**config.mk**
```make
export PLATFORM = sky130hd
export DESIGN_NAME = lz4bd_ram
export DESIGN_NICKNAME = d
export VERILOG_FILES = /design/src/rtl/core/lz4_block_decompressor_assert.svh /design/src/rtl/core/lz4bd_ram.sv
export SDC_FILE = /design/constraint.sdc
export NUM_CORES = 2
export LEC_CHECK = 0
export ABC_AREA = 1
export BUFFER_PORTS_ARGS = -buffer_cell sky130_fd_sc_hd__buf_4
export CORE_MARGIN = 2
export CORE_UTILIZATION = 39
export CTS_CLUSTER_DIAMETER = 150
export CTS_CLUSTER_SIZE = 28
export DETAILED_ROUTE_END_ITERATION = 8
export PLACE_DENSITY_LB_ADDON = 0.15
export SLEW_MARGIN = 20
export SYNTH_ARGS = -nofsm -noshare
export SYNTH_HDL_FRONTEND = slang
export SYNTH_SLANG_ARGS = --single-unit
```
**constraint.sdc**
```tcl
create_clock -name clk -period 1.7 [get_ports clk]
set_input_delay 0.17 -clock clk [delete_from_list [all_inputs] [get_ports clk]]
set_output_delay 0.17 -clock clk [all_outputs]
set_load 0.005 [all_outputs]
```
**src/rtl/core/lz4_block_decompressor_assert.svh**
```systemverilog
// assertion macros used by the lz4 block decompressor top level
`ifndef LZ4_BLOCK_DECOMPRESSOR_ASSERT_SVH
`define LZ4_BLOCK_DECOMPRESSOR_ASSERT_SVH

// same-cycle implication
`define LZ4BD_ASSERT_IMPLY(label, clk, rst, ante, cons, msg) \
  label: assert property (@(posedge clk) disable iff (rst) (ante) |-> (cons)) \
    else $error(msg);

// next-cycle implication
`define LZ4BD_ASSERT_NEXT(label, clk, rst, ante, cons, msg) \
  label: assert property (@(posedge clk) disable iff (rst) (ante) |=> (cons)) \
    else $error(msg);

`endif

```
**src/rtl/core/lz4bd_ram.sv**
```systemverilog
// generic single-write, single-read ram with registered read data
module lz4bd_ram #(
  parameter int WIDTH = 8,
  parameter int DEPTH = 256
) (
  input  logic                     clk,
  input  logic                     we,
  input  logic [$clog2(DEPTH)-1:0] waddr,
  input  logic [WIDTH-1:0]         wdata,
  input  logic                     re,
  input  logic [$clog2(DEPTH)-1:0] raddr,
  output logic [WIDTH-1:0]         rdata
);

  logic [WIDTH-1:0] mem [DEPTH];

  always_ff @(posedge clk) begin
    if (we) begin
      mem[waddr] <= wdata;
    end
    if (re) begin
      rdata <= mem[raddr];
    end
  end

endmodule

```
**Word level (Yosys, flattened, before mapping)**

Memories as Yosys holds them, arrays and structs flattened. A register that Yosys moved wholly into a read port is not among the register bits.
Index checks and enable logic that the tools add are counted.

- Register bits after elaboration: 0
- Bits in writable memories: 2048
- Input port bits: 27
- Output and inout port bits: 8
- Word-level logic and storage cells: 3
- Memories: 1

Memory list:

| name | words | bits a word | rd ports | clocked after Yosys merged registers in | wr ports | RTL line | source |
|---|---|---|---|---|---|---|---|
| mem | 256 | 8 | 1 | 1 | 1 | lz4bd_ram.sv:15 | `logic [WIDTH-1:0] mem [DEPTH];` |

- Mux-type cells: 2

Operator list:

| kind | count |
|---|---|
| two-way mux 1 bit | 2 |

**Logic depth before layout (Yosys ltp)**

- Word-level depth: 2
- Mapped depth: 15
- Depth with buffers taken out: 11

**Worst setup path after synthesis**

OpenSTA, ideal clock, no wires.

- Path kind: input to register
- Start point: input port we
- End point: memory mem[162][0], enable pin
- Setup time: 370 ps
- Arrival time: 1291 ps
- Data required time: 1330 ps
- Setup slack: 39 ps
- Cell stages on the path: 4
- Path buffers: 2
- Cell sequence: clkbuf_1 -> nand3_1 -> clkbuf_1 -> nor2_1

- Word-level cells in the longest chain between the ends: 2

RTL lines:

| what | RTL line | source |
|---|---|---|
| start: declaration | lz4bd_ram.sv:7 | `input logic we,` |
| two-way mux 1 bit | lz4bd_ram.sv:18 | `if (we) begin` |
| two-way mux 1 bit (not written as such) | lz4bd_ram.sv:19 | `mem[waddr] <= wdata;` |
| end: declaration | lz4bd_ram.sv:15 |  |

No other way between the ends.

**Final worst setup path**

- Start point: register rdata[6] (read register of mem)
- End point: output port rdata[6]

RTL lines:

| what | RTL line | source |
|---|---|---|
| start: declaration | lz4bd_ram.sv:12 | `output logic [WIDTH-1:0] rdata` |

No word-level cell between the ends.

==> reports/summary.txt <==
Status = finished, violations left
Failing checks = negative setup slack
CP cell instances = buf_6
Setup WS post-layout = -0.0503 ns
Clk root buf = clkbuf_16
Minimum clock period after layout = 1.75 ns
Total CTS buffers = 83
P&R area growth vs syn = 15.0%
Post-DR vias/cell = 5.42
Synth cell types = 13
Syn_nets = 7,030
Top-area cell type share of the netlist area = 74.0%
Most common cell after layout, fill and taps aside = nand2_1
Post-Syn Area = 83,500 um2
GRT Util Overall = 22.9%
Total Wirelength = 253,000 um
Worst Max-Slew Pin Slew = 0.870 ns
Rel. slew slack = 41.9%
IO Port Bufs = 34
Maxcap violations = 0
Syn Area/Cell = 11.9 um2
Antenna violations before repair = 7
Worst-path clk slew = 0.11 ns
Worst hold path type = in -> reg
Synth Warn # = 0
Worst Setup SP = rdata[6]
Total die area = 218,000 um2
Leading area contributor after synthesis = edfxtp_1
Worst skew pair latency = 0.78 ns
Routed vias = 55,220
Critical Path End = rdata[6]
Top delay family on crit path = flip-flops
Global-route wire length before repair = 369,000 um
Synth top area cells = edfxtp_1, nand3_1, nand2_1
Leakage = 33.8 nW
Die width = 467 um
Max Freq = 571 MHz
Critical path class = reg -> out
Most frequent cells in the layout = nand2_1, edfxtp_1, nand3_1, buf_4, nor2_1
Max clock buf depth = 3
Iter 0 DRT Violations = 6,103
PwrDens = 920 nW/um2
Slowest cell on crit path = edfxtp_1
Final Util = 45.2%
Fin crit share = 103%
1st-pass router iterations = 7
RSZ-0062 raised after global routing = yes
Final hold vios = 0
Crit path largest cell delay = 0.59 ns
Average wire per standard cell = 24.9 um
CTS tree = done
Setup bufs post-CTS = 0
CP bufs+invs = 1
R2r setup slk = -0.02 ns
Critical Path Sink Type = output pin
Congestion Overflow GR = 0
Layout cells sized above 1 = 14.7%
WP data arrival = 1.58 ns
R2r endpoint = rdata[6]
Final Net Count = 7,382
Part of the Yosys area used for sequential elements = 74.0%
Path depth of the worst reg2reg path = 10
Maximum VDD drop = 0.808 mV
Sinks on Clock Net = 2,056
Number of global-route vias before repair = 53,272
Worst path depth = 1
Layout Skew = 0.0353 ns
# IOs = 35
Rows = 169
Placed cell count = 10,081
Yosys reg bits = 2,056
Die Y = 467 um
Worst Setup Start Kind = register
DRC Markers = 0
Gpl congestion = 0.873
Synth Instances = 7,003
Placeable Area = 213,000 um2
CP max FO = 1
Initial core utilization = 39.3%
Worst reg2reg startpoint = mem[25][6]
Routed Antenna Nets = 0
Max Transition Viols Final = 0
Non-filler cells, final = 10,182
Detailed Place HPWL = 163,000 um
Final setup violation count = 5
Largest net degree at the start of global routing = 87
Min-delay src = raddr[6]
H-tree Lvls = 3
Critical Path RT = 1.53 ns
==> cells in the mapped netlist <==
cell type  number
edfxtp_1     2056
buf_6          16
buf_2         268
inv_4           1
nor2_1        283
buf_1          40
nand3_1      2019
buf_8           1
buf_4          46
clkbuf_1      112
nand2_1      2123
inv_1          36
inv_2           2
==> repair_timing <==
item                                    4_1_cts  5_1_grt
endpoints found under the setup margin       15       13
cloned                                        0        1
hold buffers                                 10        0
pin swaps                                    12       22
endpoints found under the hold margin       646        0
gates resized for setup                     147      137
==> worst min path at each step <==
stage | end | depth (start not counted) | slack [ns]
after global placement | mem[195][7] | 1 | 0.53
after global routing | rdata[0] | 5 | 0.02
after CTS | rdata[0] | 5 | 0.01
after detailed placement | mem[195][7] | 1 | 0.53
final | rdata[0] | 5 | 0.05
after floorplan | mem[0][0] | 0 | 0.27
==> cell families (layout without fill, tap and decap cells) <==
| group | Yosys count | after routing | share of synthesized area [%] |
|---|---|---|---|
| AND/OR/NAND/NOR | 4425 | 4425 | 22.9 |
| flip-flops | 2056 | 2056 | 74.0 |
| buffers and inverters | 522 | 878 | 3.12 |
| other | 0 | 2 | 0 |
==> report_power, final <==
| group | switching (W) | internal (W) |
|---|---|---|
| Clock | 0.0152 | 0.00925 |
| Sequential | 0.0000718 | 0.0558 |
| Combinational | 0.00553 | 0.00241 |
==> per-layer routing <==
metal	up-vias	wire length, um	GRT usage (%)
li1	25383	-	-
met1	27897	112000	32.8
met2	1667	121000	37.5
met3	273	14100	2.33
met4	0	6250	5.67
met5	-	0	0
==> final cells by class <==
type / count / area, um2
Inverter: 39 / 180
Multi-Input combinational cell: 4425 / 20600
Timing Repair Buffer: 750 / 7770
Clock inverter: 2 / 25.0
Tap cell: 2821 / 3530
Sequential cell: 2056 / 61700
Clock buffer: 87 / 2180
Antenna cell: 2 / 5.00
Fill cell: 19316 / 116000
==> per-stage QoR <==
step           setup TNS [ns]  total power (W)  setup WS, ns  instance area (um2)  hold WS, ns
2_1_floorplan               0           0.0605        0.0385                83500        0.269
3_3_place_gp            -7.87           0.0646         -1.10                92200        0.530
3_5_place_dp            -7.62           0.0646         -1.05                92200        0.534
4_1_cts                -0.583           0.0887        -0.156                95300       0.0118
5_1_grt                -0.611           0.0910        -0.112                96000       0.0250
6_report               -0.136           0.0883       -0.0503                96000       0.0478
==> state kept, by name, indices dropped and copies added, names as in the netlist <==
name   count
rdata      8
mem     2048
(Power assumes the default switching activity.)
