===== config.mk =====
export PLATFORM = sky130hd
export DESIGN_NAME = lz4bd_outq
export DESIGN_NICKNAME = d
export VERILOG_FILES = /design/src/rtl/core/lz4_block_decompressor_assert.svh /design/src/rtl/core/lz4bd_pkg.sv /design/src/rtl/core/lz4bd_outq.sv
export SDC_FILE = /design/constraint.sdc
export NUM_CORES = 1
export LEC_CHECK = 0
export BUFFER_PORTS_ARGS = -buffer_cell sky130_fd_sc_hd__buf_2
export CAP_MARGIN = 20
export CORE_MARGIN = 10
export CORE_UTILIZATION = 45
export DETAILED_ROUTE_END_ITERATION = 10
export GPL_ROUTABILITY_DRIVEN = 0
export GPL_TIMING_DRIVEN = 0
export HOLD_SLACK_MARGIN = 0.03
export PLACE_DENSITY = 0.67
export REMOVE_ABC_BUFFERS = 1
export SYNTH_ARGS = -nofsm -noshare
export SYNTH_HDL_FRONTEND = slang
export SYNTH_SLANG_ARGS = --single-unit
export TNS_END_PERCENT = 10

===== constraint.sdc =====
create_clock -name clk -period 2.6 [get_ports clk]
set_clock_uncertainty 0.1 [all_clocks]
set_input_delay 0.65 -clock clk [delete_from_list [all_inputs] [get_ports clk]]
set_output_delay 0.65 -clock clk [all_outputs]
set_load 0.03 [all_outputs]

===== src/rtl/core/lz4_block_decompressor_assert.svh =====
// assertion macros used by the lz4 block decompressor top level
`ifndef LZ4_BLOCK_DECOMPRESSOR_ASSERT_SVH
`define LZ4_BLOCK_DECOMPRESSOR_ASSERT_SVH

// same-cycle implication
`define LZ4BD_ASSERT_IMPLY(label, clk, rst, ante, cons, msg) \
  label: assert property (@(posedge clk) disable iff (rst) (ante) |-> (cons)) \
    else $error(msg);

// next-cycle implication
`define LZ4BD_ASSERT_NEXT(label, clk, rst, ante, cons, msg) \
  label: assert property (@(posedge clk) disable iff (rst) (ante) |=> (cons)) \
    else $error(msg);

`endif


===== src/rtl/core/lz4bd_pkg.sv =====
// types and codes shared by the lz4 block decompressor
package lz4bd_pkg;

  typedef enum logic [2:0] {
    PH_TOKEN   = 3'd0,
    PH_LITEXT  = 3'd1,
    PH_LITERAL = 3'd2,
    PH_OFFLO   = 3'd3,
    PH_OFFHI   = 3'd4,
    PH_MATEXT  = 3'd5,
    PH_COPY    = 3'd6,
    PH_HALT    = 3'd7
  } phase_t;

  typedef enum logic [1:0] {
    ACT_BYTE    = 2'd0,
    ACT_COPY    = 2'd1,
    ACT_RESTART = 2'd2,
    ACT_IDLE    = 2'd3
  } action_t;

  typedef enum logic [2:0] {
    ST_OK       = 3'd0,
    ST_ZERO_OFS = 3'd1,
    ST_FAR_OFS  = 3'd2,
    ST_REFUSED  = 3'd3,
    ST_HALTED   = 3'd4
  } status_t;

  localparam logic [3:0] NIBBLE_EXT   = 4'hF;
  localparam logic [7:0] BYTE_EXT     = 8'd255;
  localparam logic [3:0] MIN_MATCH    = 4'd4;
  localparam int         QUEUE_DEPTH  = 3;

  // decoded beat leaving the parser, byte still to be resolved from history when from_hist is set
  typedef struct packed {
    logic       byte_valid;
    logic       from_hist;
    logic [7:0] lit_byte;
    logic       last;
    logic       copy_pending;
    status_t    status;
  } item_t;

  // finished result beat
  typedef struct packed {
    logic       byte_valid;
    logic [7:0] out_byte;
    logic       last;
    logic       copy_pending;
    status_t    status;
  } result_t;

  function automatic logic [31:0] sat_add(input logic [31:0] a, input logic [7:0] b);
    logic [32:0] s;
    s = {1'b0, a} + {25'd0, b};
    return s[32] ? 32'hFFFF_FFFF : s[31:0];
  endfunction

endpackage


===== src/rtl/core/lz4bd_outq.sv =====
// three-entry result queue in front of the master side
module lz4bd_outq
  import lz4bd_pkg::*;
(
  input  logic       clk,
  input  logic       rst,
  input  logic       push,
  input  result_t    push_data,
  output logic       head_valid,
  output result_t    head,
  input  logic       pop_ready,
  output logic [1:0] count
);

  result_t    entries [QUEUE_DEPTH];
  logic [1:0] wr_idx, rd_idx;
  logic       pop;

  assign head_valid = (count != 2'd0);
  assign head       = entries[rd_idx];
  assign pop        = head_valid && pop_ready;

  always_ff @(posedge clk) begin
    if (push) begin
      entries[wr_idx] <= push_data;
    end
  end

  always_ff @(posedge clk) begin
    if (rst) begin
      wr_idx <= 2'd0;
      rd_idx <= 2'd0;
      count  <= 2'd0;
    end else begin
      if (push) begin
        wr_idx <= (wr_idx == 2'(QUEUE_DEPTH - 1)) ? 2'd0 : wr_idx + 2'd1;
      end
      if (pop) begin
        rd_idx <= (rd_idx == 2'(QUEUE_DEPTH - 1)) ? 2'd0 : rd_idx + 2'd1;
      end
      count <= count + 2'(push) - 2'(pop);
    end
  end

endmodule


# After elaboration in Yosys (flattened, before gate mapping)
# Memories as Yosys holds them, arrays and structs flattened. A register that Yosys moved wholly into a read port is not among the register bits.
# Cells that the tools add are included.
dict set report word_totals {
  elab_cells 18
  memories 1
  ff_bits 6
  mem_bits_rw 42
}
dict set report classes {
  n_eq_ne 2
  muxes 6
  n_addsub 4
  n_reduce_logical 2
}
# memory words width read_ports rd_ports_with_merged_regs write_ports line_no
set memory_table {}
lappend memory_table {entries 3 14 1 1 1 lz4bd_outq.sv:15} ;# result_t entries [QUEUE_DEPTH];
# operator count
set ops {}
lappend ops {{2-to-1 mux 2 bit} 4}
lappend ops {{adder 2 x 1 -> 2 bit, second input constant} 2}
lappend ops {{== test 2 bit, second input constant} 2}
lappend ops {{adder 2 x 1 -> 2 bit} 1}
lappend ops {{2-to-1 mux 1 bit} 2}
lappend ops {{nonzero test 2 bit} 1}
lappend ops {{subtractor 2 x 1 -> 2 bit} 1}
lappend ops {{logical AND 1 bit} 1}

# Depth between registers and ports, before layout
# Gate-level depths: netlist of run 1.
dict set report logic_depth {
  ltp_word 4
  depth_mapped 5
  mapped_depth_nobuf 5
}

# Worst setup path after synthesis of run 1
# OpenSTA, ideal clock, no wires.
dict set report synth_path {
  path_kind {input to register}
  from {in push}
  to {mem entries[0][0] in the netlist's numbering, enable pin}
  n_path_buf 0
  stages 1
  slack_ns 0.292
  setup_ns 0.409
  arrival_ns 1.800
  cell_sequence {nor3b_1}
}
dict set report synth_between {
  elab_chain_cells 2
}
# element line_no
set synth_rtl {}
lappend synth_rtl {{from (decl)} lz4bd_outq.sv:7} ;# input logic push,
lappend synth_rtl {{2-to-1 mux 1 bit} lz4bd_outq.sv:24} ;# if (push) begin
lappend synth_rtl {{2-to-1 mux 1 bit (not written as such)} lz4bd_outq.sv:25} ;# entries[wr_idx] <= push_data;
lappend synth_rtl {{to (decl)} lz4bd_outq.sv:15}
# No other way between the ends.

==> results.py, run 1 <==
metrics = {
    "clock_network": {
        "cts.sinks": 50,
        "cts_resized": 0,
        "cts_buffer_depth": 2,
        "postCtsHoldBufs": 0,
        "clockRootBuffer": "clkbuf_8",
        "cts_buffers": 5,
        "htreeDepth": 2,
        "cts_setup_buffers": 0,
        "clk_latency_ps": 290,
        "cts_tree": "done",
        "clk_pin_slew_ps": 90,
    },
    "route": {
        "wire_per_inst_um": 15.5,
        "via_per_inst": 5.06,
        "drc": 0,
        "vias": 1094,
        "drt-pass1-iter-count": 4,
        "drt_iter0_markers": 52,
        "final_antenna_net_count": 0,
        "wirelength_mm": 3.35,
    },
    "pwr": {
        "clkPwrFrac": 0.274,
        "leakage_uw": 0.000787,
        "p_per_area_nw_per_um2": 689,
        "p_switching_uw": 368,
        "p_comb_frac": 0.115,
        "internal_power_uw": 1150,
        "p_seq_frac": 0.611,
        "swShare": 0.242,
        "ir_drop_mv": 0.291,
    },
    "placement": {
        "place_area_um2": 2130,
        "portBuffers": 34,
    },
    "floorplan": {
        "die_h_um": 84.7,
        "ios": 35,
        "initial_core_util": 0.467,
        "core.rowCount": 23,
        "dieArea_um2": 7170,
        "fp.dieW_um": 84.7,
        "core_um2": 4030,
    },
    "worst_setup_path": {
        "slowest_delay_ps": 840,
        "path_depth": 2,
        "arrival_ps": 1610,
        "cp.required_ps": 1850,
        "crit_chain": "o21ai_0, buf_2",
        "crit_path_end_kind": "output pin",
        "cp_slowest_cell": "dfxtp_1",
        "rr_endpoint": "entries[1][2]",
        "path_buf_inv": 1,
        "crit_family": "flip-flops",
        "worstPathMaxFanout": 28,
        "start_kind": "flip-flop",
        "rr_worst_depth": 3,
        "timing.rr.start": "wr_idx[0]",
        "critPathKind": "flip-flop to output pin",
        "r2r_slack_ps": 1030,
    },
    "finish": {
        "antennaDiodeCount": 0,
        "final_core_util": 0.548,
        "drive_gt1_frac": 0.301,
        "finalNetCount": 184,
        "design_area_um2": 2210,
        "fillers": 362,
        "syn_to_final_growth_pct": 17.3,
    },
    "global_routing": {
        "grt_usage": 0.0941,
        "grt_pass1_vias": 1112,
        "antenna_found_initial": 0,
        "grt-ovfl-total": 0,
        "grt_max_degree": 29,
        "grt_pass1_wl_mm": 5.24,
    },
    "synth": {
        "synthDistinctLibCells": 19,
        "postSynthAreaPerCell_um2": 14.8,
        "syn_area_um2": 1880,
        "seq_area_frac_synth": 0.755,
        "yosysWarnings": 0,
        "synth_seq_cells": 50,
        "syn_inst": 127,
    },
    "run": {
        "cap_violations": 0,
    },
    "worst_hold_path": {
        "min_from": "rd_idx[0]",
        "holdPathStages": 2,
        "min_path_type": "flip-flop to flip-flop",
        "min_to": "rd_idx[0]",
    },
    "sta": {
        "slew_headroom": 0.470,
        "rsz0062_at_grt": "no",
        "finalCritPeriodShare": 0.907,
        "setup_viol": 0,
        "max_freq_ghz": 0.424,
        "setup-tns-final_ps": 0,
        "slew_viol_final": 0,
        "finalHoldViolations": 0,
        "worst_pin_slew_ps": 793,
        "finalCriticalPeriod_ps": 2360,
    },
    "status": {
        "status": "finished clean",
    },
}
-- metrics by stage --
| stage | total power, uW | instances | worst slack [ps] | hold WS (ps) |
|---|---|---|---|---|
| finish | 1520 | 216 | 242 | 401 |
| global route | 1590 | 216 | 22.4 | 424 |
| CTS | 1530 | 216 | 12.2 | 408 |
| detailed placement | 1130 | 208 | 321 | 389 |
| global placement | 1110 | 205 | -565 | 373 |
| floorplan | 1050 | 121 | 292 | 356 |
-- sequential cells by signal, summed over array words and instances, names as in the netlist, named ones only --
| signal | cells |
|---|---|
| count | 2 |
| entries | 42 |
| rd_idx | 2 |
| wr_idx | 2 |
-- worst register-to-register path, cell delays in order, from the launching register on --
cell and delay [ps]:
dfxtp_1 400, nand2_1 100, nor2_1 460, buf_6 240
-- Yosys cell counts --
| library cell | count | area share |
|---|---|---|
| edfxtp_1 | 42 | 0.67 |
| nand2_1 | 19 | 0.038 |
| mux2i_1 | 15 | 0.080 |
| o21ai_0 | 15 | 0.040 |
| dfxtp_1 | 8 | 0.085 |
| a21oi_1 | 5 | 0.013 |
| nor2_1 | 5 | 0.010 |
| clkbuf_1 | 3 | 0.0060 |
| buf_2 | 2 | 0.0053 |
| inv_1 | 2 | 0.0040 |
| mux2_2 | 2 | 0.012 |
| nor2b_1 | 2 | 0.0066 |
| buf_4 | 1 | 0.0040 |
| ha_1 | 1 | 0.0066 |
| nor3b_1 | 1 | 0.0040 |
| o21ai_2 | 1 | 0.0047 |
| or2_2 | 1 | 0.0033 |
| or3_1 | 1 | 0.0033 |
| or3b_1 | 1 | 0.0047 |
-- logic make-up (layout without fill, tap and decap cells) --
kind of cell    count (synthesis)  count (layout)  synth area share
flops                          50              50             0.755
simple gates                   30              30            0.0698
compound gates                 21              21            0.0578
mux                            17              17            0.0917
buf+inv                         8              47            0.0193
fa+ha+maj                       1               1           0.00664
-- area by class of cell --
class / instances / area (um^2) / area share
well taps: 50 / 62.6 / 0.0283
inverters: 2 / 7.51 / 0.00340
clock buffers: 6 / 72.6 / 0.0328
multi-input cells: 69 / 430 / 0.195
flip-flops and latches: 50 / 1420 / 0.644
clock inverters: 2 / 10.0 / 0.00453
repair buffers: 37 / 204 / 0.0923
-- power by group through the flow --
stage	logic [uW]	registers [uW]	clock network [uW]
global placement	167	946	0
global route	189	934	472
floorplan	106	946	0
finish	175	929	417
CTS	179	930	425
detailed placement	179	948	0
-- per-layer routing --
metal  GRT usage  vias up  share of wire
met2       0.172       27           0.53
met3      0.0454        4          0.068
li1            -      539              -
met4      0.0314        0          0.011
met1      0.0893      524           0.39
met5           0        -              0
-- layout by cell type (no fill, tap or decap), drive strengths merged, types with 5 or more instances in the layout --
master   n
buf     37
o21ai   16
nor2     5
dfxtp    8
nand2   19
a21oi    5
clkbuf   6
edfxtp  42
mux2i   15
-- worst max-delay path by stage --
stage                         end  startpoint  slack, ps
global placement    entries[0][9]        push       -570
global route              head[1]   flip-flop         20
CTS                       head[1]   flip-flop         10
detailed placement        head[1]   flip-flop        320
finish                    head[1]   flip-flop        240
floorplan           entries[0][0]        push        290
No activity file was read; power rests on OpenSTA's default activity.
==> run 2, diff against run 1 <==
Settings changed: RECOVER_POWER set to 25.
==> results.py, run 2 (synthesis gave the netlist of run 1 again) <==
metrics = {
    "finish": {
        "antennaDiodeCount": 0,
        "drive_gt1_frac": 0.241,
        "regMostFlops": "entries",
        "fillers": 363,
        "finalNetCount": 184,
        "design_area_um2": 2200,
        "syn_to_final_growth_pct": 16.7,
        "mostFrequentLayoutCell": "edfxtp_1",
        "final_cell_mix": "42 x edfxtp_1, 24 x buf_2, 19 x nand2_1",
        "largest_reg_flops": 42,
        "stdcell_count": 216,
    },
    "sta": {
        "worst_pin_slew_ps": 799,
        "setup_ws_ps": 238,
        "finalCriticalPeriod_ps": 2360,
        "finalHoldViolations": 0,
        "max_freq_ghz": 0.423,
        "slew_headroom": 0.467,
        "finalCritPeriodShare": 0.908,
        "hold_slack_ps": 401,
        "rsz0062_at_grt": "no",
        "slew_viol_final": 0,
        "setup_viol": 0,
    },
    "clock_network": {
        "clockRootBuffer": "clkbuf_8",
        "cts_buffer_depth": 2,
        "cts.sinks": 50,
        "cts_tree": "done",
        "clk_latency_ps": 290,
        "clk_pin_slew_ps": 80,
        "cts_buffers": 5,
        "htreeDepth": 2,
        "postCtsHoldBufs": 0,
    },
    "route": {
        "final_antenna_net_count": 0,
        "drt-pass1-iter-count": 4,
        "drc": 0,
        "vias": 1093,
        "via_per_inst": 5.06,
        "drt_iter0_markers": 63,
        "wirelength_mm": 3.32,
        "wire_per_inst_um": 15.4,
    },
    "placement": {
        "place_area_um2": 2130,
        "placedCellCount": 208,
        "place_ws_ps": 321,
        "portBuffers": 34,
    },
    "pwr": {
        "p_per_area_nw_per_um2": 690,
        "total_power_uw": 1520,
        "leakage_uw": 0.000760,
        "ir_drop_mv": 0.292,
    },
    "worst_setup_path": {
        "worstPathMaxFanout": 28,
        "cp.required_ps": 1850,
        "critPathKind": "flip-flop to output pin",
        "crit_path_end_kind": "output pin",
        "arrival_ps": 1610,
        "start_kind": "flip-flop",
    },
    "global_routing": {
        "grt_pass1_vias": 1112,
        "grt_usage": 0.0941,
        "grt_max_degree": 29,
        "grt_pass1_wl_mm": 5.24,
        "antenna_found_initial": 0,
        "grt-ovfl-total": 0,
    },
    "status": {
        "status": "finished clean",
    },
    "floorplan": {
        "core_um2": 4030,
        "ios": 35,
        "core.rowCount": 23,
        "initial_core_util": 0.467,
        "fp.dieW_um": 84.7,
        "die_h_um": 84.7,
        "dieArea_um2": 7170,
    },
    "worst_hold_path": {
        "min_path_type": "flip-flop to flip-flop",
    },
    "run": {
        "cap_violations": 0,
    },
}
[run 2: final cells by class]
| class | count | area (um^2) | area share |
|---|---|---|---|
| Multi-Input combinational cell | 69 | 430 | 0.196 |
| Clock buffer | 6 | 72.6 | 0.0330 |
| Timing Repair Buffer | 37 | 191 | 0.0871 |
| Inverter | 2 | 7.51 | 0.00342 |
| Clock inverter | 2 | 10.0 | 0.00456 |
| Tap cell | 50 | 62.6 | 0.0285 |
| Sequential cell | 50 | 1420 | 0.647 |
[run 2: per-stage QoR]
step / utilization / setup TNS [ps]
floorplan: - / 0
global placement: 0.518 / -8300
detailed placement: 0.528 / 0
CTS: 0.548 / 0
global route: 0.545 / 0
finish: 0.545 / 0
[run 2: final timing paths]
kind	end	slack, ps	from	cells past startpoint
min	rd_idx[0]	400	rd_idx[0]	2
max	head[1]	240	flip-flop	2
max reg2reg	entries[1][11]	1020	wr_idx[0]	3
min reg2reg	rd_idx[0]	400	rd_idx[0]	2
[run 2: critical path: stages, from the launching register on]
cell and delay, ps:
dfxtp_1 850, o21ai_0 240, buf_2 230
[run 2: per-layer routing]
metal / routed length, um / GRT usage / vias to the layer above
met5: 0 / 0 / -
met4: 38 / 0.0314 / 0
met3: 235 / 0.0454 / 4
met2: 1800 / 0.172 / 27
met1: 1250 / 0.0893 / 525
li1: - / - / 537
[run 2: power breakdown]
part / internal [uW] / switching [uW]
registers: 906 / 23.0
clock network: 187 / 228
logic: 58.9 / 114
[run 2: repair_timing]
action | 4_1_cts | 5_1_grt
resized for setup | 0 | 1
buffers inserted | 0 | 0
endpoints found under the setup margin | 0 | 14
