`src/rtl/core/lz4_block_decompressor_assert.svh`:
```
// assertion macros used by the lz4 block decompressor top level
`ifndef LZ4_BLOCK_DECOMPRESSOR_ASSERT_SVH
`define LZ4_BLOCK_DECOMPRESSOR_ASSERT_SVH

// same-cycle implication
`define LZ4BD_ASSERT_IMPLY(label, clk, rst, ante, cons, msg) \
  label: assert property (@(posedge clk) disable iff (rst) (ante) |-> (cons)) \
    else $error(msg);

// next-cycle implication
`define LZ4BD_ASSERT_NEXT(label, clk, rst, ante, cons, msg) \
  label: assert property (@(posedge clk) disable iff (rst) (ante) |=> (cons)) \
    else $error(msg);

`endif

```
`src/rtl/core/lz4bd_pkg.sv`:
```
// types and codes shared by the lz4 block decompressor
package lz4bd_pkg;

  typedef enum logic [2:0] {
    PH_TOKEN   = 3'd0,
    PH_LITEXT  = 3'd1,
    PH_LITERAL = 3'd2,
    PH_OFFLO   = 3'd3,
    PH_OFFHI   = 3'd4,
    PH_MATEXT  = 3'd5,
    PH_COPY    = 3'd6,
    PH_HALT    = 3'd7
  } phase_t;

  typedef enum logic [1:0] {
    ACT_BYTE    = 2'd0,
    ACT_COPY    = 2'd1,
    ACT_RESTART = 2'd2,
    ACT_IDLE    = 2'd3
  } action_t;

  typedef enum logic [2:0] {
    ST_OK       = 3'd0,
    ST_ZERO_OFS = 3'd1,
    ST_FAR_OFS  = 3'd2,
    ST_REFUSED  = 3'd3,
    ST_HALTED   = 3'd4
  } status_t;

  localparam logic [3:0] NIBBLE_EXT   = 4'hF;
  localparam logic [7:0] BYTE_EXT     = 8'd255;
  localparam logic [3:0] MIN_MATCH    = 4'd4;
  localparam int         QUEUE_DEPTH  = 3;

  // decoded beat leaving the parser, byte still to be resolved from history when from_hist is set
  typedef struct packed {
    logic       byte_valid;
    logic       from_hist;
    logic [7:0] lit_byte;
    logic       last;
    logic       copy_pending;
    status_t    status;
  } item_t;

  // finished result beat
  typedef struct packed {
    logic       byte_valid;
    logic [7:0] out_byte;
    logic       last;
    logic       copy_pending;
    status_t    status;
  } result_t;

  function automatic logic [31:0] sat_add(input logic [31:0] a, input logic [7:0] b);
    logic [32:0] s;
    s = {1'b0, a} + {25'd0, b};
    return s[32] ? 32'hFFFF_FFFF : s[31:0];
  endfunction

endpackage

```
`src/rtl/core/lz4bd_parser.sv`:
```
// token and length parser with the block's decode state and history pointers
module lz4bd_parser
  import lz4bd_pkg::*;
#(
  parameter int HISTORY_DEPTH = 65536
) (
  input  logic                             clk,
  input  logic                             rst,
  input  logic                             cfg_wr_en,
  input  logic [31:0]                      cfg_wr_data,
  input  logic                             take,
  input  action_t                          action,
  input  logic [7:0]                       data_byte,
  output item_t                            item,
  output logic [$clog2(HISTORY_DEPTH)-1:0] wr_addr,
  output logic                             rd_en,
  output logic [$clog2(HISTORY_DEPTH)-1:0] rd_addr
);

  localparam int              AW      = $clog2(HISTORY_DEPTH);
  localparam logic [16:0]     DEPTH_W = 17'(HISTORY_DEPTH);
  localparam logic [AW-1:0]   PTR_MAX = AW'(HISTORY_DEPTH - 1);

  phase_t        phase, phase_next;
  logic [3:0]    match_nibble, match_nibble_next;
  logic [31:0]   literals_left, literals_left_next;
  logic [31:0]   match_left, match_left_next;
  logic [7:0]    offset_low, offset_low_next;
  logic [15:0]   match_distance, match_distance_next;
  logic [31:0]   out_count, out_count_next;
  logic [AW-1:0] wr_ptr, wr_ptr_next;
  logic [31:0]   output_size, output_size_m1;

  logic          halted;
  logic          emit_last;
  logic [15:0]   new_dist;
  logic          dist_zero;
  logic          dist_far;
  logic          lit_beat;
  logic          copy_beat;
  logic [16:0]   back_diff;
  logic [16:0]   back_wrap;

  assign halted    = (phase == PH_HALT) || (out_count >= output_size);
  assign emit_last = (out_count == output_size_m1);
  assign new_dist  = {data_byte, offset_low};
  assign dist_zero = (new_dist == 16'd0);
  assign dist_far  = ({16'd0, new_dist} > out_count) || ({1'b0, new_dist} > DEPTH_W);
  assign lit_beat  = !halted && (action == ACT_BYTE) && (phase == PH_LITERAL);
  assign copy_beat = !halted && (action == ACT_COPY) && (phase == PH_COPY);

  // source is behind the write pointer by the match distance, modulo the depth
  assign back_diff = 17'(wr_ptr) - 17'(match_distance);
  assign back_wrap = back_diff[16] ? back_diff + DEPTH_W : back_diff;
  assign rd_addr   = back_wrap[AW-1:0];
  assign rd_en     = take && copy_beat;
  assign wr_addr   = wr_ptr;

  // next state
  always_comb begin
    phase_next          = phase;
    match_nibble_next   = match_nibble;
    literals_left_next  = literals_left;
    match_left_next     = match_left;
    offset_low_next     = offset_low;
    match_distance_next = match_distance;
    out_count_next      = out_count;
    wr_ptr_next         = wr_ptr;
    if (take) begin
      unique case (action)
        ACT_RESTART: begin
          phase_next          = PH_TOKEN;
          match_nibble_next   = 4'd0;
          literals_left_next  = 32'd0;
          match_left_next     = 32'd0;
          offset_low_next     = 8'd0;
          match_distance_next = 16'd0;
          out_count_next      = 32'd0;
          wr_ptr_next         = '0;
        end
        ACT_IDLE: begin
        end
        ACT_BYTE: begin
          if (halted) begin
            phase_next = PH_HALT;
          end else begin
            unique case (phase)
              PH_TOKEN: begin
                match_nibble_next  = data_byte[3:0];
                literals_left_next = {28'd0, data_byte[7:4]};
                if (data_byte[7:4] == NIBBLE_EXT) begin
                  phase_next = PH_LITEXT;
                end else if (data_byte[7:4] != 4'd0) begin
                  phase_next = PH_LITERAL;
                end else begin
                  phase_next = PH_OFFLO;
                end
              end
              PH_LITEXT: begin
                // run is at least fifteen here, so never empty
                literals_left_next = sat_add(literals_left, data_byte);
                if (data_byte != BYTE_EXT) begin
                  phase_next = PH_LITERAL;
                end
              end
              PH_LITERAL: begin
                literals_left_next = literals_left - 32'd1;
                out_count_next     = out_count + 32'd1;
                wr_ptr_next        = (wr_ptr == PTR_MAX) ? '0 : wr_ptr + AW'(1);
                if (emit_last) begin
                  phase_next = PH_HALT;
                end else if (literals_left == 32'd1) begin
                  phase_next = PH_OFFLO;
                end
              end
              PH_OFFLO: begin
                offset_low_next = data_byte;
                phase_next      = PH_OFFHI;
              end
              PH_OFFHI: begin
                match_distance_next = new_dist;
                if (dist_zero || dist_far) begin
                  phase_next = PH_HALT;
                end else begin
                  match_left_next = {28'd0, match_nibble} + {28'd0, MIN_MATCH};
                  phase_next = (match_nibble == NIBBLE_EXT) ? PH_MATEXT : PH_COPY;
                end
              end
              PH_MATEXT: begin
                match_left_next = sat_add(match_left, data_byte);
                if (data_byte != BYTE_EXT) begin
                  phase_next = PH_COPY;
                end
              end
              PH_COPY: begin
              end
              PH_HALT: begin
                phase_next = PH_HALT;
              end
            endcase
          end
        end
        ACT_COPY: begin
          if (halted) begin
            phase_next = PH_HALT;
          end else if (phase == PH_COPY) begin
            match_left_next = match_left - 32'd1;
            out_count_next  = out_count + 32'd1;
            wr_ptr_next     = (wr_ptr == PTR_MAX) ? '0 : wr_ptr + AW'(1);
            if (emit_last) begin
              phase_next = PH_HALT;
            end else if (match_left == 32'd1) begin
              phase_next = PH_TOKEN;
            end
          end
        end
      endcase
    end
  end

  // result fields of the beat being taken
  always_comb begin
    item              = '0;
    item.status       = ST_OK;
    // match_left never reaches zero while the copy phase holds
    item.copy_pending = (phase_next == PH_COPY);
    unique case (action)
      ACT_RESTART: begin
        item.copy_pending = 1'b0;
      end
      ACT_IDLE: begin
        item.status = halted ? ST_HALTED : ST_OK;
      end
      ACT_BYTE, ACT_COPY: begin
        if (halted) begin
          item.status = ST_HALTED;
        end else if (lit_beat) begin
          item.byte_valid = 1'b1;
          item.lit_byte   = data_byte;
          item.last       = emit_last;
        end else if (copy_beat) begin
          item.byte_valid = 1'b1;
          item.from_hist  = 1'b1;
          item.last       = emit_last;
        end else if (action == ACT_BYTE && phase == PH_OFFHI) begin
          if (dist_zero) begin
            item.status = ST_ZERO_OFS;
          end else if (dist_far) begin
            item.status = ST_FAR_OFS;
          end
        end else if (action == ACT_BYTE && phase == PH_COPY) begin
          item.status = ST_REFUSED;
        end
      end
    endcase
  end

  always_ff @(posedge clk) begin
    if (rst) begin
      phase          <= PH_TOKEN;
      match_nibble   <= 4'd0;
      literals_left  <= 32'd0;
      match_left     <= 32'd0;
      offset_low     <= 8'd0;
      match_distance <= 16'd0;
      out_count      <= 32'd0;
      wr_ptr         <= '0;
      output_size    <= 32'd0;
      output_size_m1 <= 32'hFFFF_FFFF;
    end else begin
      phase          <= phase_next;
      match_nibble   <= match_nibble_next;
      literals_left  <= literals_left_next;
      match_left     <= match_left_next;
      offset_low     <= offset_low_next;
      match_distance <= match_distance_next;
      out_count      <= out_count_next;
      wr_ptr         <= wr_ptr_next;
      if (cfg_wr_en) begin
        output_size    <= cfg_wr_data;
        output_size_m1 <= cfg_wr_data - 32'd1;
      end
    end
  end

endmodule

```
`config.mk`:
```
export PLATFORM = sky130hd
export DESIGN_NAME = lz4bd_parser
export DESIGN_NICKNAME = d
export VERILOG_FILES = /design/src/rtl/core/lz4_block_decompressor_assert.svh /design/src/rtl/core/lz4bd_pkg.sv /design/src/rtl/core/lz4bd_parser.sv
export SDC_FILE = /design/constraint.sdc
export NUM_CORES = 1
export LEC_CHECK = 0
export BUFFER_PORTS_ARGS = -buffer_cell sky130_fd_sc_hd__buf_2
export CORE_MARGIN = 3
export CORE_UTILIZATION = 30
export CTS_CLUSTER_DIAMETER = 100
export DETAILED_ROUTE_END_ITERATION = 16
export SETUP_SLACK_MARGIN = 0.02
export SKIP_CTS_REPAIR_TIMING = 1
export SLEW_MARGIN = 20
export SYNTH_ARGS = -nofsm -noshare
export SYNTH_HDL_FRONTEND = slang
export SYNTH_SLANG_ARGS = --single-unit
```
`constraint.sdc`:
```
create_clock -name clk -period 3.9 [get_ports clk]
set_input_delay 0.975 -clock clk [delete_from_list [all_inputs] [get_ports clk]]
set_output_delay 0.975 -clock clk [all_outputs]
set_load 0.01 [all_outputs]
```
---- Word level (Yosys, flattened, before mapping) ----
Index checks and enable logic that the tools add are counted.
word-level totals
  flip-flop bits (word level) ............. 207
  input bits .............................. 46
  output and inout bits ................... 48
  word-level logic and storage cells ...... 141
cells by class
  $add $sub $neg .......................... 10
  order comparisons ....................... 3
  equality and inequality tests ........... 28
  muxes and demuxes ....................... 66
  reduce and logical (&&, ||, !) cells .... 24
operators with widths
  kind                   count
  $mux 32                11
  $pmux 32 s3            3
  $mux 16                8
  $pmux 32 s2            2
  $sub 32x1->32 const B  3
  $add 32x8->33          2
  $eq 32x1->1 const B    2
  $pmux 16 s3            1
  $mux 3                 15
  $add 16x1->16 const B  2
  $add 32x1->32 const B  1
  $eq 32x32->1           1
  $ge 32x32->1           1
  $gt 16x32->1           1
  $pmux 16 s2            1
  $mux 8                 3
  $mux 11                2
  $pmux 3 s7             1
  $gt 16x17->1 const B   1
  $sub 16x16->17         1
  $eq 16x16->1 const B   1
  $logic_not 16->1       1
  $pmux 8 s2             1
  $reduce_and 4->1       4
  other kinds (30)       62

---- Logic depth before layout (Yosys ltp) ----
Gate-level depths: netlist of the first run.
  depth after elaboration ................. 10
  gate-level depth with buffers ........... 12
  depth with buffers taken out ............ 11

---- Worst setup path before layout of the first run ----
OpenSTA, ideal clock, no wires.
  path kind ............................... in2out
  start ................................... input port data_byte[6]
  end ..................................... output port item[3] in the netlist's numbering
  arrival time ............................ 3.064 ns
  data required time ...................... 2.925 ns
  slack ................................... -0.139 ns
  stages .................................. 9
  buffers on the path ..................... 0
  path through ............................ ha_1 -> nand4_1 -> nor4_1 -> a21boi_1 -> o41a_1 -> o21ai_1 -> nand3_1 -> a222oi_1 -> nor4b_1
RTL lines
  element          RTL line            source
  start, declared  lz4bd_parser.sv:13  input logic [7:0] data_byte,
  end, declared    lz4bd_parser.sv:14  output item_t item,

==> results of run 1 <==
critical path, cell delays in order, from the launching register on:
cell      delay, ns
dfxtp_1        0.33
inv_1          0.06
ha_1           0.30
nand2_1        0.23
o21a_1         0.29
nor3_1         0.07
o41a_1         0.46
o21ai_1        0.16
nand3_1        0.09
a222oi_1       0.42
nor4b_4        0.29
buf_4          0.19
logic make-up (layout without fill, tap and decap cells):
kind of cell / after synthesis / in the layout
simple gates: 789 / 789
compound gates: 526 / 526
buf+inv: 214 / 386
flops: 207 / 207
xor+xnor: 99 / 99
fa+ha+maj: 90 / 90
mux: 87 / 87
layout make-up:
type                            count  area, µm²  share of cell area [%]
Clock buffer                       31      698.2                   3.658
Clock inverter                     12      215.2                   1.128
Inverter                           94      359.1                   1.882
Multi-Input combinational cell   1591      11060                   57.96
Sequential cell                   207       4170                   21.85
Tap cell                          672      840.8                   4.406
Timing Repair Buffer              249       1739                   9.113
path summary, 6_finish.rpt:
path                                startpoint                            to  slack, ns  cells after the start
hold / removal    match_nibble[3]$_SDFFE_PP0P_  match_nibble[3]$_SDFFE_PP0P_       0.47                      2
hold reg to reg   match_nibble[3]$_SDFFE_PP0P_  match_nibble[3]$_SDFFE_PP0P_       0.47                      2
setup reg to reg    out_count[11]$_SDFFE_PP0P_       wr_addr[8]$_SDFFE_PP0P_       0.47                     13
setup / recovery     out_count[7]$_SDFFE_PP0P_                       item[3]      -0.50                     11
stage by stage:
| stage | setup TNS (ns) | area (µm²) |
|---|---|---|
| 2_1_floorplan | 0 | 15510 |
| 3_3_place_gp | -0.6168 | 17440 |
| 3_5_place_dp | -0.6910 | 17440 |
| 4_1_cts | -6.287 | 18360 |
| 5_1_grt | -1.811 | 19080 |
| 6_report | -0.9377 | 19080 |
power groups by stage:
stage               clock network, µW  registers (µW)  logic [µW]
floorplan                           0            2250         576
global route                     2790            2230        1000
global placement                    0            2270         850
finish                           2650            2230         916
CTS                              2700            2230         868
detailed placement                  0            2270         862
routing by layer:
metal | routed length, µm | up-vias
met4 | 1526 | 0
met2 | 24520 | 615
met1 | 24130 | 7727
met3 | 4045 | 100
li1 | - | 7722
met5 | 0 | -
placed cells by master, fill, tap and decap left out, drive strengths merged, types with 21 or more instances in the layout:
master / n
a211oi: 24
a21oi: 146
a31oi: 21
and3: 44
buf: 249
clkbuf: 31
dfxtp: 207
ha: 87
inv: 91
mux2i: 81
nand2: 232
nand2b: 37
nand3: 77
nand4: 30
nor2: 157
nor3: 64
nor4: 47
o21ai: 104
o311ai: 21
o31ai: 35
xnor2: 45
xor2: 54
registers in the layout (all words and copies together), names as in the netlist:
| signal | flops |
|---|---|
| match_distance | 16 |
| literals_left | 32 |
| offset_low | 8 |
| wr_addr | 16 |
| match_left | 32 |
| output_size | 32 |
| phase | 3 |
| output_size_m1 | 32 |
| out_count | 32 |
| match_nibble | 4 |
==> flow_metrics.env, run 1 <==
export IMPL_outcome="finished, violations left"
export IMPL_failed_checks="negative setup slack"
export IMPL_finalCritPeriodShare_pct=112.7
export IMPL_grt_pass1_vias=15310
export IMPL_syn_num_nets=2148
export IMPL_grt_max_degree=95
export IMPL_async_reset_ff_share_pct=0
export IMPL_cts_tree="done"
export IMPL_stdcell_count=2856
export IMPL_fill_cells=5162
export IMPL_start_util_pct=30.64
export IMPL_via_per_inst=5.660
export IMPL_internal_power_uw=4169
export IMPL_postSynthCellCount=2012
export IMPL_met3_usage_pct=3.024
export IMPL_track_usage_pct=19.02
export IMPL_finClkSkew_ns=0.02219
export IMPL_antenna_found_initial=0
export IMPL_synthSimpleGateAreaFrac_pct=26.05
export IMPL_yosysMostFrequentCell="nand2_1"
export IMPL_syn_avg_cell_area_um2=7.703
export IMPL_yosysTopAreaCell="dfxtp_1"
export IMPL_gr_usage_met2_pct=30.52
export IMPL_min_delay_path_class="reg2reg"
export IMPL_grt_overflow=0
export IMPL_finalWirelength_um=54220
export IMPL_cts_max_path_buffers=3
export IMPL_antenna_left=0
export IMPL_nets=2304
export IMPL_synthesis_area_um2=15500
export IMPL_p_total_uw=5794
export IMPL_yosys_register_bits=207
export IMPL_yosysSeqAreaShare_pct=26.74
export IMPL_sw_frac_of_total_pct=28.06
export IMPL_seqPwrFrac_pct=38.4
export IMPL_final_core_util_pct=37.73
export IMPL_synth_common_cells="nand2_1, dfxtp_1, nor2_1, a21oi_1, inv_1"
export IMPL_num_rows=82
export IMPL_cts_sinks=207
export IMPL_peakVddDrop_mv=0.2918
export IMPL_grt_pass1_wl_um=84170
export IMPL_yosys_warnings=0
export IMPL_dr_first_iter_drc_count=1387
export IMPL_synth_mux_area_share_pct=5.667
export IMPL_drcViolationCount=0
export IMPL_clk_pin_slew_worst_paths_ns=0.06
export IMPL_die_area_um2=54420
export IMPL_setup_slack_ns=-0.4960
export IMPL_drive_above_1_share_pct=19.92
export IMPL_critPathLaunchType="flop"
export IMPL_endpoint_kind="primary output"
export IMPL_period_needed_ns=4.396
export IMPL_num_io_pins=94
export IMPL_synth_compound_area_share_pct=23.06
export IMPL_synth_adder_area_share_pct=7.411
export IMPL_finalHoldViolCount=0
export IMPL_ctsRootBufferMaster="clkbuf_16"
export IMPL_p_per_area_nw_per_um2=303.6
export IMPL_timing_critical_path_required_ns=2.92
export IMPL_diodes=0
export IMPL_wire_per_inst_um=18.99
export IMPL_rsz0062_at_grt="yes"
export IMPL_synth_top_family_by_area="simple AND/OR/NAND/NOR gates"
export IMPL_globalplace_congestion=0.8932
export IMPL_dr_total_vias=16160
export IMPL_synth_area_leaders="dfxtp_1, ha_1, nand2_1, mux2i_1, a21oi_1"
export IMPL_busiest_layer="met2"
export IMPL_clk_latency_ns=0.55
export IMPL_use_met1_pct=26.36
export IMPL_p_sw_uw=1626
export IMPL_worst_pin_slew_ns=1.024
export IMPL_dp_cells=2799
export IMPL_synth_edf_count=0
export IMPL_die_h_um=233.3
export IMPL_pre_cts_ws_ns=-0.4805
export IMPL_ys_flop_type="dfxtp_1"
export IMPL_synthXorXnorAreaFrac_pct=5.595
export IMPL_criticalPathCategory="reg2out"
export IMPL_power_frac_clock_pct=45.8
export IMPL_drtPass1Iterations=7
export IMPL_relSlewSlack_pct=31.76
export IMPL_maxCapViolCount=0
export IMPL_p_leak_uw=0.007439
export IMPL_cts_max_level=1
export IMPL_coreArea_um2=50580
export IMPL_setup_violations=4
export IMPL_finalMaxSlewViolations=0
export IMPL_cts_buffers=25
export IMPL_synth_cell_types=99
export IMPL_dp_hpwl_um=39530
export IMPL_cp_max_fo=3
export IMPL_syn_to_final_growth_pct=23.14
export IMPL_yosysTopAreaCellShare_pct=26.74
export IMPL_combPwrFrac_pct=15.8
export IMPL_hold_slack_ns=0.4708
export IMPL_die_width_um=233.3
export IMPL_port_buffers=93
export IMPL_arrival_ns=3.42
export IMPL_fmax_mhz=227.5
Power figures use the tool's default switching activity.
==> run 2, diff against run 1 <==
--- a/config.mk
+++ b/config.mk
@@ -7,9 +7,10 @@
 export LEC_CHECK = 0
 export BUFFER_PORTS_ARGS = -buffer_cell sky130_fd_sc_hd__buf_2
 export CORE_MARGIN = 3
-export CORE_UTILIZATION = 30
+export CORE_UTILIZATION = 63
 export CTS_CLUSTER_DIAMETER = 100
 export DETAILED_ROUTE_END_ITERATION = 16
+export PLACE_DENSITY = 0.82
 export SETUP_SLACK_MARGIN = 0.02
 export SKIP_CTS_REPAIR_TIMING = 1
 export SLEW_MARGIN = 20
==> constraint.sdc (replaced) <==
create_clock -name clk -period 4.6 [get_ports clk]
set_input_delay 1.15 -clock clk [delete_from_list [all_inputs] [get_ports clk]]
set_output_delay 1.15 -clock clk [all_outputs]
set_load 0.01 [all_outputs]
==> run 2 against run 1 <==
The run still ends with negative setup slack left. Critical endpoint unchanged. Final cell count down 15%. Clock-buffer cell count unchanged. Non-clock buffer count down 88.
==> flow_metrics.env, run 2 (same netlist as run 1, synthesis figures left out) <==
export IMPL_outcome="finished, violations left"
export IMPL_failed_checks="negative setup slack"
export IMPL_crit_buf_inv=2
export IMPL_start_util_pct=65.06
export IMPL_crit_family="simple AND/OR/NAND/NOR gates"
export IMPL_arrival_ns=3.52
export IMPL_antenna_found_initial=0
export IMPL_critPathSlowestCell="or4_4"
export IMPL_peakVddDrop_mv=0.2636
export IMPL_timing_critical_path_required_ns=3.45
export IMPL_p_leak_uw=0.006881
export IMPL_die_width_um=162.8
export IMPL_rr_worst_depth=10
export IMPL_rsz0062_at_grt="yes"
export IMPL_grt_max_degree=93
export IMPL_grt_pass1_vias=15200
export IMPL_finalCritPeriodShare_pct=101.6
export IMPL_clk_pin_slew_worst_paths_ns=0.06
export IMPL_ctsRootBufferMaster="clkbuf_16"
export IMPL_maxCapViolCount=0
export IMPL_fmax_mhz=213.9
export IMPL_endpoint_kind="primary output"
export IMPL_grt_overflow=0
export IMPL_cts_max_level=1
export IMPL_globalplace_congestion=1.001
export IMPL_multiInputGateArea_um2=10710
export IMPL_antenna_left=0
export IMPL_cts_sinks=207
export IMPL_critPathLaunchType="flop"
export IMPL_dr_total_vias=16210
export IMPL_finClkSkew_ns=0.02254
export IMPL_finalWirelength_um=48000
export IMPL_cp_max_fo=7
export IMPL_cts_max_path_buffers=3
export IMPL_dr_first_iter_drc_count=1901
export IMPL_coreArea_um2=23820
export IMPL_wire_per_inst_um=19.88
export IMPL_p_per_area_nw_per_um2=270.1
export IMPL_pre_cts_ws_ns=-0.2847
export IMPL_track_usage_pct=34.81
export IMPL_clk_latency_ns=0.54
export IMPL_min_from="match_distance[6]$_SDFFE_PP0P_"
export IMPL_finalHoldViolCount=0
export IMPL_final_cell_mix="nand2_1, dfxtp_1, nor2_1"
export IMPL_port_buffers=93
export IMPL_num_rows=56
export IMPL_cts_buffers=24
export IMPL_setup_violations=1
export IMPL_num_io_pins=94
export IMPL_fill_cells=1840
export IMPL_drtPass1Iterations=6
export IMPL_crit_chain="or4_4, or4_4, or2_4, nor4_1, a31oi_1, a211oi_2, nor4b_2, buf_4, buf_6"
export IMPL_crit_path_end="item[3]"
export IMPL_die_area_um2=26520
export IMPL_die_h_um=162.8
export IMPL_r2r_end="wr_addr[11]$_SDFFE_PP0P_"
export IMPL_worst_pin_slew_ns=1.042
export IMPL_min_delay_path_class="reg2reg"
export IMPL_finalMaxSlewViolations=0
export IMPL_cts_tree="done"
export IMPL_grt_pass1_wl_um=77380
export IMPL_crit_cells=9
export IMPL_drive_above_1_share_pct=13.26
export IMPL_via_per_inst=6.711
export IMPL_startpoint="match_left[18]$_SDFFE_PP0P_"
export IMPL_hold_slack_ns=0.4785
export IMPL_criticalPathCategory="reg2out"
export IMPL_regArea_um2=4148
export IMPL_relSlewSlack_pct=30.55
export IMPL_drcViolationCount=0
export IMPL_diodes=0
export IMPL_crit_top_cell="or4_4"
export IMPL_nets=2215
export IMPL_setup_slack_ns=-0.07419
export IMPL_ff2ff_setup_slack_ns=0.88
export IMPL_final_common_cell="nand2_1"
export IMPL_dp_hpwl_um=33590
export IMPL_slowest_delay_ns=0.60
export IMPL_syn_to_final_growth_pct=12.98
export IMPL_period_needed_ns=4.674
export IMPL_rr_startpoint="out_count[23]$_SDFFE_PP0P_"
export IMPL_finalSetupTns_ns=-0.07419
## run 2: cell types whose count changed in the layout (fill, tap and decap cells not counted), moves of 11 or more
cell and delta:
a21oi_1 +11, buf_4 -75, dfxtp_1 +14, dfxtp_2 -12, ha_1 +14, ha_4 -14
## run 2: worst min path at each step
stage / cells past startpoint / end / slack, ns
3_3_place_gp: 1 / match_distance[6]$_SDFFE_PP0P_ / 0.46
2_1_floorplan: 2 / match_nibble[3]$_SDFFE_PP0P_ / 0.44
5_1_grt: 1 / match_distance[9]$_SDFFE_PP0P_ / 0.49
6_report: 1 / match_distance[6]$_SDFFE_PP0P_ / 0.48
3_5_place_dp: 1 / match_distance[14]$_SDFFE_PP0P_ / 0.47
4_1_cts: 2 / output_size[0]$_SDFFE_PP0P_ / 0.48
## run 2: area by class of cell
| cell class | count | share of cell area [%] |
|---|---|---|
| repair buffers | 161 | 5.945 |
| well taps | 319 | 2.279 |
| flip-flops and latches | 207 | 23.69 |
| clock inverters | 12 | 1.186 |
| clock buffers | 31 | 3.751 |
| multi-input cells | 1591 | 61.14 |
| inverters | 94 | 2.015 |
## run 2: power by group
part           switching, µW  internal [µW]
logic                    462            266
registers               50.9           1840
clock network            818           1290
total                   1330           3400
## run 2: per-layer routing
metal | vias to the layer above | part of all wire, % | GRT usage, %
met1 | 7586 | 41 | 46.46
met2 | 909 | 45 | 56.71
met5 | - | 0 | 0
met4 | 0 | 4.0 | 12.73
li1 | 7555 | - | -
met3 | 156 | 9.7 | 5.900
## run 2: through the flow
stage / instances / total power (µW) / utilization, % / cell area, µm²
floorplan: 2012 / 2393 / - / 15500
global placement: 2367 / 2595 / 68.70 / 16370
detailed placement: 2367 / 2615 / 68.70 / 16370
CTS: 2410 / 4704 / 72.33 / 17230
global route: 2415 / 4883 / 73.50 / 17510
finish: 2415 / 4729 / 73.50 / 17510
## run 2: worst reg2reg max path, stage by stage, from the launching register on
cell      delay (ns)
dfxtp_1         0.40
ha_1            0.34
nand4_1         0.13
or3_1           0.43
nor4_2          0.48
o21ai_4         0.15
buf_4           0.17
a41oi_2         0.76
a21oi_1         0.18
buf_4           0.26
a311oi_1        0.30
==> run 3, diff against run 2 <==
--- a/config.mk
+++ b/config.mk
@@ -11,6 +11,7 @@
 export CTS_CLUSTER_DIAMETER = 100
 export DETAILED_ROUTE_END_ITERATION = 16
 export PLACE_DENSITY = 0.82
+export RECOVER_POWER = 25
 export SETUP_SLACK_MARGIN = 0.02
 export SKIP_CTS_REPAIR_TIMING = 1
 export SLEW_MARGIN = 20
==> run 3 against run 2 <==
The run ends with max-capacitance violations, max-slew violations, negative setup slack left. Worst hold slack about the same. Routed wire length barely moved. Clock power about the same. Critical path type is now in2out. Critical endpoint unchanged. Largest cell class unchanged. Highest routed layer unchanged.
==> flow_metrics.env, run 3 (same netlist as run 1, synthesis figures left out) <==
export IMPL_outcome="finished, violations left"
export IMPL_failed_checks="max-capacitance violations, max-slew violations, negative setup slack"
export IMPL_wire_per_inst_um=19.88
export IMPL_endpoint_kind="primary output"
export IMPL_min_delay_path_class="reg2reg"
export IMPL_critPathLaunchType="primary input"
export IMPL_final_cell_mix="nand2_1, dfxtp_1, nor2_1"
export IMPL_dr_first_iter_drc_count=1916
export IMPL_coreArea_um2=23820
export IMPL_diodes=0
export IMPL_dp_hpwl_um=33590
export IMPL_grt_overflow=0
export IMPL_num_io_pins=94
export IMPL_clk_latency_ns=0.54
export IMPL_grt_pass1_vias=15200
export IMPL_cts_max_path_buffers=3
export IMPL_p_per_area_nw_per_um2=270.5
export IMPL_final_core_util_pct=73.41
export IMPL_rsz0062_at_grt="yes"
export IMPL_port_buffers=93
export IMPL_maxCapViolCount=1
export IMPL_worst_pin_slew_ns=2.017
export IMPL_final_cell_area_um2=17490
export IMPL_ctsRootBufferMaster="clkbuf_16"
export IMPL_dr_total_vias=16250
export IMPL_hold_slack_ns=0.4783
export IMPL_antenna_found_initial=0
export IMPL_antenna_left=0
export IMPL_criticalPathCategory="in2out"
export IMPL_globalplace_congestion=1.001
export IMPL_fmax_mhz=214.6
export IMPL_arrival_ns=3.51
export IMPL_finalMaxSlewViolations=93
export IMPL_via_per_inst=6.730
export IMPL_clk_pin_slew_worst_paths_ns=0.06
export IMPL_peakVddDrop_mv=0.2642
export IMPL_finalHoldViolCount=0
export IMPL_dpl_cell_area_um2=16370
export IMPL_fill_cells=1853
export IMPL_syn_to_final_growth_pct=12.84
export IMPL_p_leak_uw=0.006810
export IMPL_start_util_pct=65.06
export IMPL_track_usage_pct=34.81
export IMPL_die_width_um=162.8
export IMPL_finClkSkew_ns=0.02546
export IMPL_grt_pass1_wl_um=77380
export IMPL_drcViolationCount=0
export IMPL_setup_slack_ns=-0.06046
export IMPL_cp_max_fo=2
export IMPL_setup_violations=1
export IMPL_cts_tree="done"
export IMPL_cts_buffers=24
export IMPL_drive_above_1_share_pct=12.50
export IMPL_timing_critical_path_required_ns=3.45
export IMPL_num_rows=56
export IMPL_nets=2215
export IMPL_final_common_cell="nand2_1"
export IMPL_drtPass1Iterations=6
export IMPL_grt_max_degree=93
export IMPL_finalCritPeriodShare_pct=101.3
export IMPL_die_h_um=162.8
export IMPL_die_area_um2=26520
export IMPL_period_needed_ns=4.660
export IMPL_cts_max_level=1
export IMPL_relSlewSlack_pct=-34.46
export IMPL_cts_sinks=207
export IMPL_finalWirelength_um=48020
-- run 3: changes by cell type in the layout (fill, tap and decap cells not counted), sizes merged --
| cell | previous run | this run |
|---|---|---|
| buf | 161 | 144 |
| clkbuf | 31 | 48 |
-- run 3: path summary, 6_finish.rpt --
kind,endpoint,start,slack (ns),depth (start not counted)
max,item[3],data_byte[5],-0.06,12
min reg2reg,match_distance[6]$_SDFFE_PP0P_,match_distance[6]$_SDFFE_PP0P_,0.48,1
min,match_distance[6]$_SDFFE_PP0P_,match_distance[6]$_SDFFE_PP0P_,0.48,1
max reg2reg,wr_addr[13]$_SDFFE_PP0P_,out_count[23]$_SDFFE_PP0P_,0.90,10
-- run 3: per-stage QoR --
stage	worst slack (ns)	TNS [ns]	cells	total power, µW
2_1_floorplan	0.2113	0	2012	2393
3_3_place_gp	-0.1875	-0.1875	2367	2595
3_5_place_dp	-0.2847	-0.2847	2367	2615
4_1_cts	-0.3099	-0.4405	2410	4704
5_1_grt	-0.2270	-0.2270	2415	4885
6_report	-0.06046	-0.06046	2415	4730
-- run 3: cell type report --
type	instances	area [µm²]	area share, %
Tap cell	319	399.1	2.282
Clock buffer	31	656.9	3.756
Sequential cell	207	4148	23.72
Inverter	94	352.8	2.018
Timing Repair Buffer	161	1018	5.824
Multi-Input combinational cell	1591	10710	61.22
Clock inverter	12	207.7	1.188
-- run 3: layer usage --
layer / GRT usage, % / share of wire (%) / up-vias
met2: 56.71 / 45 / 965
met1: 46.46 / 41 / 7569
li1: - / - / 7549
met4: 12.73 / 4.2 / 0
met3: 5.900 / 10 / 170
met5: 0 / 0 / -
-- run 3: worst max-delay path: stages --
cell	delay (ns)
buf_6	0.10
ha_4	0.21
nand4_1	0.22
buf_4	0.17
a21oi_2	0.03
o41a_1	0.45
o21ai_1	0.13
nand3_1	0.10
a222oi_1	0.42
nor4b_2	0.27
buf_4	0.17
buf_6	0.10
-- run 3: where the power goes --
part	total [µW]	internal, µW	leakage [µW]	switching [µW]
clock network	2110	1290	0.000412	816
registers	1890	1840	0.00168	50.9
logic	731	268	0.00471	463
total	4730	3400	0.00681	1330
